===== config.mk =====
export PLATFORM = sky130hd
export DESIGN_NAME = integer_square_root
export DESIGN_NICKNAME = d
export VERILOG_FILES = /design/src/isqrt_pkg.sv /design/src/integer_square_root.sv /design/src/isqrt_stage.sv
export SDC_FILE = /design/constraint.sdc
export NUM_CORES = 2
export LEC_CHECK = 0
export ABC_AREA = 1
export BUFFER_PORTS_ARGS = -buffer_cell sky130_fd_sc_hd__buf_2
export CAP_MARGIN = 20
export CORE_ASPECT_RATIO = 1.2
export CORE_MARGIN = 2
export CORE_UTILIZATION = 30
export DETAILED_ROUTE_END_ITERATION = 16
export GPL_ROUTABILITY_DRIVEN = 0
export SYNTH_ARGS = -nofsm -noshare
export SYNTH_HDL_FRONTEND = slang
export SYNTH_SLANG_ARGS = --single-unit

===== constraint.sdc =====
create_clock -name clk_i -period 11.8 [get_ports clk_i]
set_input_delay 0.59 -clock clk_i [delete_from_list [all_inputs] [get_ports clk_i]]
set_output_delay 0.59 -clock clk_i [all_outputs]
set_load 0.02 [all_outputs]

===== src/isqrt_pkg.sv =====
// Package of types and constants for the integer square root pipeline.
`default_nettype none

package isqrt_pkg;

  // Width of the radicand port and of the root port.
  localparam int RAD_W  = 64;
  localparam int ROOT_W = 32;

  // Number of radicand bits the unit takes in (8 to 64).
  localparam int INPUT_WIDTH = 64;

  // One root bit is settled per stage.
  localparam int STEPS = 32;

  // Keeps only the low INPUT_WIDTH bits of the radicand.
  localparam logic [RAD_W-1:0] RAD_MASK =
    (INPUT_WIDTH >= RAD_W) ? {RAD_W{1'b1}}
                           : ((64'd1 << INPUT_WIDTH) - 64'd1);

  // Working state carried from stage to stage.
  typedef struct packed {
    logic [RAD_W-1:0] rem;
    logic [RAD_W-1:0] acc;
  } work_t;

  // Trial bit of a stage: 4^(31 - stage).
  function automatic logic [RAD_W-1:0] probe_of(input int stage);
    logic [RAD_W-1:0] p;
    p = 64'd1 << (62 - 2 * stage);
    return p;
  endfunction

endpackage

`default_nettype wire


===== src/integer_square_root.sv =====
// Integer square root: a beat of radicand in, a beat of floor(sqrt(radicand)) out.
//
// The slave side takes one 64-bit radicand per beat on s_tdata_i; only the
// low INPUT_WIDTH bits (a package constant) count. The master side returns
// the 32-bit floor of its square root on m_tdata_o, one beat per input beat,
// in order.
// The datapath is a chain of 32 registered stages, each settling one root
// bit with two 64-bit adds, a compare and a subtract. m_tvalid_o is the valid
// register of the last stage; throughput is one beat per cycle while the
// receiver does not stall.
// Each stage has its own valid bit and takes a beat whenever it is empty or
// its content moves on, so bubbles close up. When the receiver stalls, the
// last stage holds its result and the stages behind it keep filling; s_tready_o
// drops only when all 32 stages hold a beat. Nothing is lost or repeated.
// Reset (rst_ni low, asynchronous) clears all valid bits; the payload registers
// are not reset, and the block has no configuration.
`default_nettype none

module integer_square_root (
  input  wire logic        clk_i,
  input  wire logic        rst_ni,
  input  wire logic        s_tvalid_i,
  output logic             s_tready_o,
  input  wire logic [63:0] s_tdata_i,   // [63:0] radicand
  output logic             m_tvalid_o,
  input  wire logic        m_tready_i,
  output logic [31:0]      m_tdata_o    // [31:0] root
);

  localparam int N = isqrt_pkg::STEPS;

  logic             valid [N+1];
  logic             ready [N+1];
  isqrt_pkg::work_t work  [N+1];

  // Entry of the chain: masked radicand, empty root accumulator.
  assign valid[0]     = s_tvalid_i;
  assign s_tready_o   = ready[0];
  assign work[0].rem  = s_tdata_i & isqrt_pkg::RAD_MASK;
  assign work[0].acc  = '0;

  // One stage per root bit, most significant bit first.
  for (genvar g = 0; g < N; g++) begin : g_stage
    isqrt_stage u_stage (
      .clk_i   (clk_i),
      .rst_ni  (rst_ni),
      .probe_i (isqrt_pkg::probe_of(g)),
      .valid_i (valid[g]),
      .ready_o (ready[g]),
      .work_i  (work[g]),
      .valid_o (valid[g+1]),
      .ready_i (ready[g+1]),
      .work_o  (work[g+1])
    );
  end

  // Exit of the chain.
  assign ready[N]   = m_tready_i;
  assign m_tvalid_o = valid[N];
  assign m_tdata_o  = work[N].acc[isqrt_pkg::ROOT_W-1:0];

endmodule

`default_nettype wire


===== src/isqrt_stage.sv =====
// One pipeline stage of the digit-by-digit square root: settles one root bit.
`default_nettype none

module isqrt_stage (
  input  wire logic                         clk_i,
  input  wire logic                         rst_ni,
  input  wire logic [isqrt_pkg::RAD_W-1:0]  probe_i,
  input  wire logic                         valid_i,
  output logic                              ready_o,
  input  wire isqrt_pkg::work_t             work_i,
  output logic                              valid_o,
  input  wire logic                         ready_i,
  output isqrt_pkg::work_t                  work_o
);

  logic                        valid_q;
  isqrt_pkg::work_t            work_q;
  isqrt_pkg::work_t            work_d;
  logic [isqrt_pkg::RAD_W-1:0] trial;

  // Subtract the trial value when it fits and set the new root bit.
  always_comb begin
    trial = work_i.acc + probe_i;
    if (work_i.rem >= trial) begin
      work_d.rem = work_i.rem - trial;
      work_d.acc = (work_i.acc >> 1) + probe_i;
    end else begin
      work_d.rem = work_i.rem;
      work_d.acc = work_i.acc >> 1;
    end
  end

  // The stage takes a new beat when it is empty or its content moves on.
  assign ready_o = !valid_q || ready_i;

  always_ff @(posedge clk_i or negedge rst_ni) begin
    if (!rst_ni) begin
      valid_q <= 1'b0;
    end else if (ready_o) begin
      valid_q <= valid_i;
    end
  end

  // Payload register, loaded only with a live beat.
  always_ff @(posedge clk_i) begin
    if (ready_o && valid_i) begin
      work_q <= work_d;
    end
  end

  assign valid_o = valid_q;
  assign work_o  = work_q;

endmodule

`default_nettype wire


# Yosys cells after proc, flatten, opt, wreduce, memory -nomap -nowiden
# Cells that the tools add are included.
# totals
regBits,4032
inputBits,68
output_inout_bits,34
# classes
addsub,93
order_cmp,32
muxes,32
reduce_logical,96
# op_table
op,n
$mux 128,31
$ge 64x64->1,31
$sub 64x64->64,30
$add 63x11->64 const B,1
$add 63x13->64 const B,1
$add 63x15->64 const B,1
$add 63x17->64 const B,1
$add 63x19->64 const B,1
$add 63x21->64 const B,1
$add 63x23->64 const B,1
$add 63x25->64 const B,1
$add 63x27->64 const B,1
$add 63x29->64 const B,1
$add 63x3->64 const B,1
$add 63x31->64 const B,1
$add 63x33->64 const B,1
$add 63x35->64 const B,1
$add 63x37->64 const B,1
$add 63x39->64 const B,1
$add 63x41->64 const B,1
$add 63x43->64 const B,1
$add 63x45->64 const B,1
$add 63x47->64 const B,1
$add 63x49->64 const B,1
other kinds (47),140

# Longest topological paths before layout
# depth
ltp_word,34
depth_mapped,22
depth_no_buf,22

# By module
# A second synthesis with hierarchy kept.
# hier_totals
cells_unflattened,131654
hier_area_um2,716606.0
# modules_own_cells
module,instances,cells_each,area_each_um2,seq_area_each_um2
isqrt_stage (g_stage[21].u_stage ...),17,4114,22372.7,3868.7
isqrt_stage (g_stage[12].u_stage ...),10,4113,22422.8,3868.7
isqrt_stage (g_stage[0].u_stage ...),3,4118,22404.0,3868.7
isqrt_stage (g_stage[5].u_stage),1,4113,22420.3,3868.7
isqrt_stage (g_stage[9].u_stage),1,4117,22402.7,3868.7
integer_square_root,1,2,7.5,0.0

# Worst setup path before layout
# OpenSTA, ideal clock, no wires.
# synth_timing
path_type,input port to flip-flop
from,in m_tready_i
to,"reg g_stage[7].u_stage.work_q, in the netlist g_stage[7].u_stage.work_o[100], enable pin"
t_arrival_ps,4892
required_ps,11274
setup_slack_ps,6382
path_stages,14
n_path_buf,0
path_cell_list,inv_1 -> nand4_2 -> nor2_4 -> nand4_4 -> nor2_4 -> nand4_4 -> nor2_4 -> nand4_4 -> nor2_4 -> nand4_4 -> nor2_4 -> nand4_4 -> nor2_4 -> a21oi_1
# synth_via
elab_chain_cells,26
# synth_lines
item,line,source
start: declaration,integer_square_root.sv:26,"input wire logic m_tready_i,"
$logic_or 1x1->1 (25 in a row),isqrt_stage.sv:34,assign ready_o = !valid_q || ready_i;
$logic_and 1x1->1,isqrt_stage.sv:46,if (ready_o && valid_i) begin
end signal: assignment,isqrt_stage.sv:47,work_q <= work_d;
end: declaration,isqrt_stage.sv:17,isqrt_pkg::work_t work_q;
# Every way passes these cells.
# A chain may end at the register's enable or synchronous reset.

# Final worst setup path
# layout_timing
from,in m_tready_i
to,out s_tready_o
# layout_via
elab_chain_cells,32
# layout_lines
item,line,source
$logic_or 1x1->1 (32 in a row),isqrt_stage.sv:34,
end: declaration,integer_square_root.sv:23,"output logic s_tready_o,"
# Every way passes these cells.

==> metrics.txt <==
status=finished clean; GRT Resource Usage Total=12.5%; yosys warns=0; setup bufs post-CTS=0; relative slew slack=19.8%; setup clock skew after layout=0.0761 ns; IR drop worst, VDD=between 0.00015 and 0.0002 V; DP Cell Count=16.6k; largest net degree at the start of global routing=92; CP delay by family, top=simple AND/OR/NAND/NOR gates; die area=416000 um2; Worst-path clk slew=0.06 ns; area leader, netlist=edfxtp_1; total placed instance area=131000 um2; Final nets=~12k; vias in the first global route=roughly 82k; syn avg cell area=11.1 um2; crit path DAT=4.48 ns; Worst Setup End Kind=output port; CP bufs+invs=4; post-DP HPWL=approximately 210000 um; final instance area=140000 um2; Fmax=about 0.2 GHz; Max Cap Viol=0; non-filler cells, final=17.2k; # clock sinks=between 2k and 3k; Combinational Power Share=roughly 18%; ys async rst share=1.26%; setup ws final=6.73 ns; clock power share=33.8%; clock period minus worst slack=just over 5 ns; Sw Pwr=0.00711 W; CP max-delay cell=dlygate4sd3_1; worst-margin pin slew=1.19 ns; ranking of synthesized cells by area=edfxtp_1, ha_1, inv_1; core outline area=409000 um2; Site Rows=257; Initial Util=30.2%; crit share post-route=between 40% and 50%; Port-buffer cells=101; WL final=267000 um; Seq/Total Area, Yosys=61.8%; H-tree Lvls=5; CTS Buf Count=between 200 and 300; Seq cells post-synth=between 2k and 3k; DIE WIDTH=589 um; top cell type's share of synthesized area=61.2%; # setup viols final=0; WP data required=between 10 and 15 ns; vias per inst=roughly 4.6; Synth Net Count=11.7k; post-synthesis cell area=123000 um2; crit path max fanout=4; CP dominant cell by count=nor2_4; Slew Limit Fails=0; CP Class=in -> out; number of diodes=0; total gr overflow=0; prevailing post-synth register cell=edfxtp_1; # IOs=102; setup TNS=0 ns; Internal=0.0180 W; share of power burned in registers=48.2%; Worst setup SP type=input pin; share of layout cells above drive strength 1=6.17%; worst hold path class=in -> reg; worst skew pair latency=0.89 ns; Leak=53.8 nW; chip height=706 um; DP Worst Slack=7.03 ns; Cells after Synth=11.1k; DR DRC count=0; Final Hold Vio Count=0; synth unique cells=between 70 and 80; routed length per placed instance=between 15 and 20 um; initial antenna violation count=0; Sw Ratio=28.3%; crit path cell chain=dlygate4sd3_1, buf_2, inv_1, nand4_2, nor2_4, nand4_4, nor2_4, nand4_4, nor2_4, nand4_4, nor2_4, nand4_4, nor2_4, nand4_4, nor2_4, nand2_2, nor2_2, nand3_2, nor2_4, nand4_1, buf_2; pwr dens=179 nW/um2; CTS tree=yes; post-route ant nets=0; EDFF count, synth=about 2.5k; clock buffer depth=4; CTS root buffer=clkbuf_16; crit-path max cell delay=around 0.53 ns; first-pass GRT wire length=417000 um; DRT Pass-1 Iters=6; 1st-iter DRT viols=3715; routed vias=78.3k; RSZ-0062 raised after global routing=false; Synth-to-Final Area Change=13.9%; filler instances=39.9k
==> synthesized netlist by cell type (8+ instances only) <==
library cell,instances
a211oi_1,10
a21boi_0,9
a21o_1,21
a21oi_1,671
a21oi_2,10
a31oi_1,67
and2_0,8
buf_2,25
clkbuf_1,73
dfrtp_1,32
edfxtp_1,2512
ha_1,558
inv_1,1590
nand2_1,1461
nand3_1,246
nand3_2,8
nand3b_1,17
nand4_1,158
nor2_1,1160
nor2_4,9
nor3_1,201
nor4_1,291
nor4b_1,12
o2111ai_1,9
o211ai_1,29
o21a_1,32
o21ai_0,704
o21ai_1,21
o21ai_2,19
o21bai_1,17
o221ai_1,9
o31ai_1,29
or2_2,35
or4_1,42
xnor2_1,403
xor2_1,505
==> state kept, by name (all words and copies together) (netlist names) <==
| signal | cells |
|---|---|
| g_stage.u_stage.work_o | 2512 |
| g_stage.u_stage.valid_o | 32 |
==> layout by cell type, fill, tap and decap left out, types with 19 or more instances in the layout <==
| cell | Yosys | layout |
|---|---|---|
| o21ai_2 | 19 | 19 |
| o211ai_1 | 29 | 29 |
| buf_2 | 25 | 102 |
| nor2_4 | 9 | 27 |
| a31oi_1 | 67 | 67 |
| nand2_1 | 1461 | 1461 |
| xnor2_1 | 403 | 403 |
| o21a_1 | 32 | 32 |
| o21ai_1 | 21 | 21 |
| or2_2 | 35 | 35 |
| xor2_1 | 505 | 505 |
| nor3_1 | 201 | 201 |
| nand3_1 | 246 | 246 |
| a21oi_1 | 671 | 670 |
| a21o_1 | 21 | 21 |
| edfxtp_1 | 2512 | 2512 |
| nor4_1 | 291 | 290 |
| inv_1 | 1590 | 1574 |
| or4_1 | 42 | 42 |
| clkbuf_1 | 73 | 63 |
| nand4_1 | 158 | 158 |
| buf_4 | 2 | 61 |
| dlygate4sd3_1 | 0 | 66 |
| o31ai_1 | 29 | 29 |
| clkinv_2 | 0 | 42 |
| ha_1 | 558 | 558 |
| o21ai_0 | 704 | 704 |
| clkinv_1 | 2 | 45 |
| clkbuf_16 | 0 | 288 |
| dfrtp_1 | 32 | 32 |
| nor2_1 | 1160 | 1141 |
==> per-layer routing <==
metal  routed length [um]  share of wire (%)  global-route usage, %  up-vias
met4                21600                8.1                   9.04        0
li1                     -                  -                      -    39640
met2               154000                 58                   26.7     1423
met3                 7580                2.8                   1.54      828
met5                    0                  0                      0        -
met1                83000                 31                   10.1    36434
==> power by group through the flow <==
| stage | combinational, W | sequential [W] | clock (W) |
|---|---|---|---|
| after floorplan | 0.00339 | 0.0121 | 0 |
| after CTS | 0.00453 | 0.0121 | 0.00871 |
| after detailed placement | 0.00450 | 0.0123 | 0 |
| final | 0.00452 | 0.0121 | 0.00849 |
| after global placement | 0.00444 | 0.0123 | 0 |
| after global routing | 0.00515 | 0.0122 | 0.00904 |
==> worst register-to-register path: stages, from the launching register on <==
cell and delay (ns):
edfxtp_1 0.41, ha_1 0.35, nand2_1 0.18, o21ai_1 0.15, a21oi_2 0.25, o21ai_2 0.09
a21oi_1 0.26, inv_1 0.10, a21oi_2 0.26, o21ai_2 0.17, a31oi_2 0.31, nand3_1 0.70
inv_1 0.62, buf_4 0.44, a21oi_1 0.08, o21ai_0 0.11, nand2_1 0.08
==> final timing paths <==
path | from | cells after the start | slack, ns | end
max | m_tready_i | 21 | 6.73 | s_tready_o
min | s_tdata_i[63] | 3 | 0.15 | g_stage[0].u_stage.work_o[127]$_DFFE_PP_
max reg2reg | g_stage[28].u_stage.work_o[71]$_DFFE_PP_ | 16 | 6.99 | g_stage[29].u_stage.work_o[87]$_DFFE_PP_
min reg2reg | g_stage[19].u_stage.work_o[26]$_DFFE_PP_ | 0 | 0.41 | g_stage[20].u_stage.work_o[25]$_DFFE_PP_
max in group asynchronous | rst_ni | 3 | 10.92 | g_stage[29].u_stage.valid_o$_DFFE_PN0P_
min in group asynchronous | rst_ni | 3 | 0.32 | g_stage[3].u_stage.valid_o$_DFFE_PN0P_
==> area by class of cell <==
cell class	instances	area, um2	share of cell area (%)
inverter	1599	6010	4.28
timing repair buffer	231	1680	1.19
sequential	2544	76200	54.3
multi-input combinational	6868	40800	29.1
clock buffer	366	7650	5.45
clock inverter	131	1270	0.905
tap	5439	6810	4.84
==> repair_timing <==
item / in CTS / in global routing
hold endpoints to repair: 97 / 0
gates resized for setup: 0 / 0
hold buffers: 66 / 0
==> cells by family (layout without fill, tap and decap cells) <==
logic type               Yosys count  count (layout)  synth area share (%)
flip-flops                      2544            2544                  61.8
XOR/XNOR                         908             908                  6.45
multiplexers                       6               6                0.0548
AND/OR/NAND/NOR                 3692            3692                  13.2
buffers and inverters           1703            2327                  5.22
adder cells (fa/ha/maj)          558             558                  5.66
AO/OA/AOI/OAI                   1704            1704                  7.60
==> through the flow <==
stage | total power [W] | utilization (%) | hold WS, ns
6_report | 0.0251 | 34.4 | 0.151
5_1_grt | 0.0264 | 34.4 | 0.126
4_1_cts | 0.0253 | 34.4 | 0.0612
3_5_place_dp | 0.0168 | 32.0 | 0.425
3_3_place_gp | 0.0167 | 32.0 | 0.423
2_1_floorplan | 0.0155 | - | 0.294
Note: power is estimated with default switching activity, not from simulation.
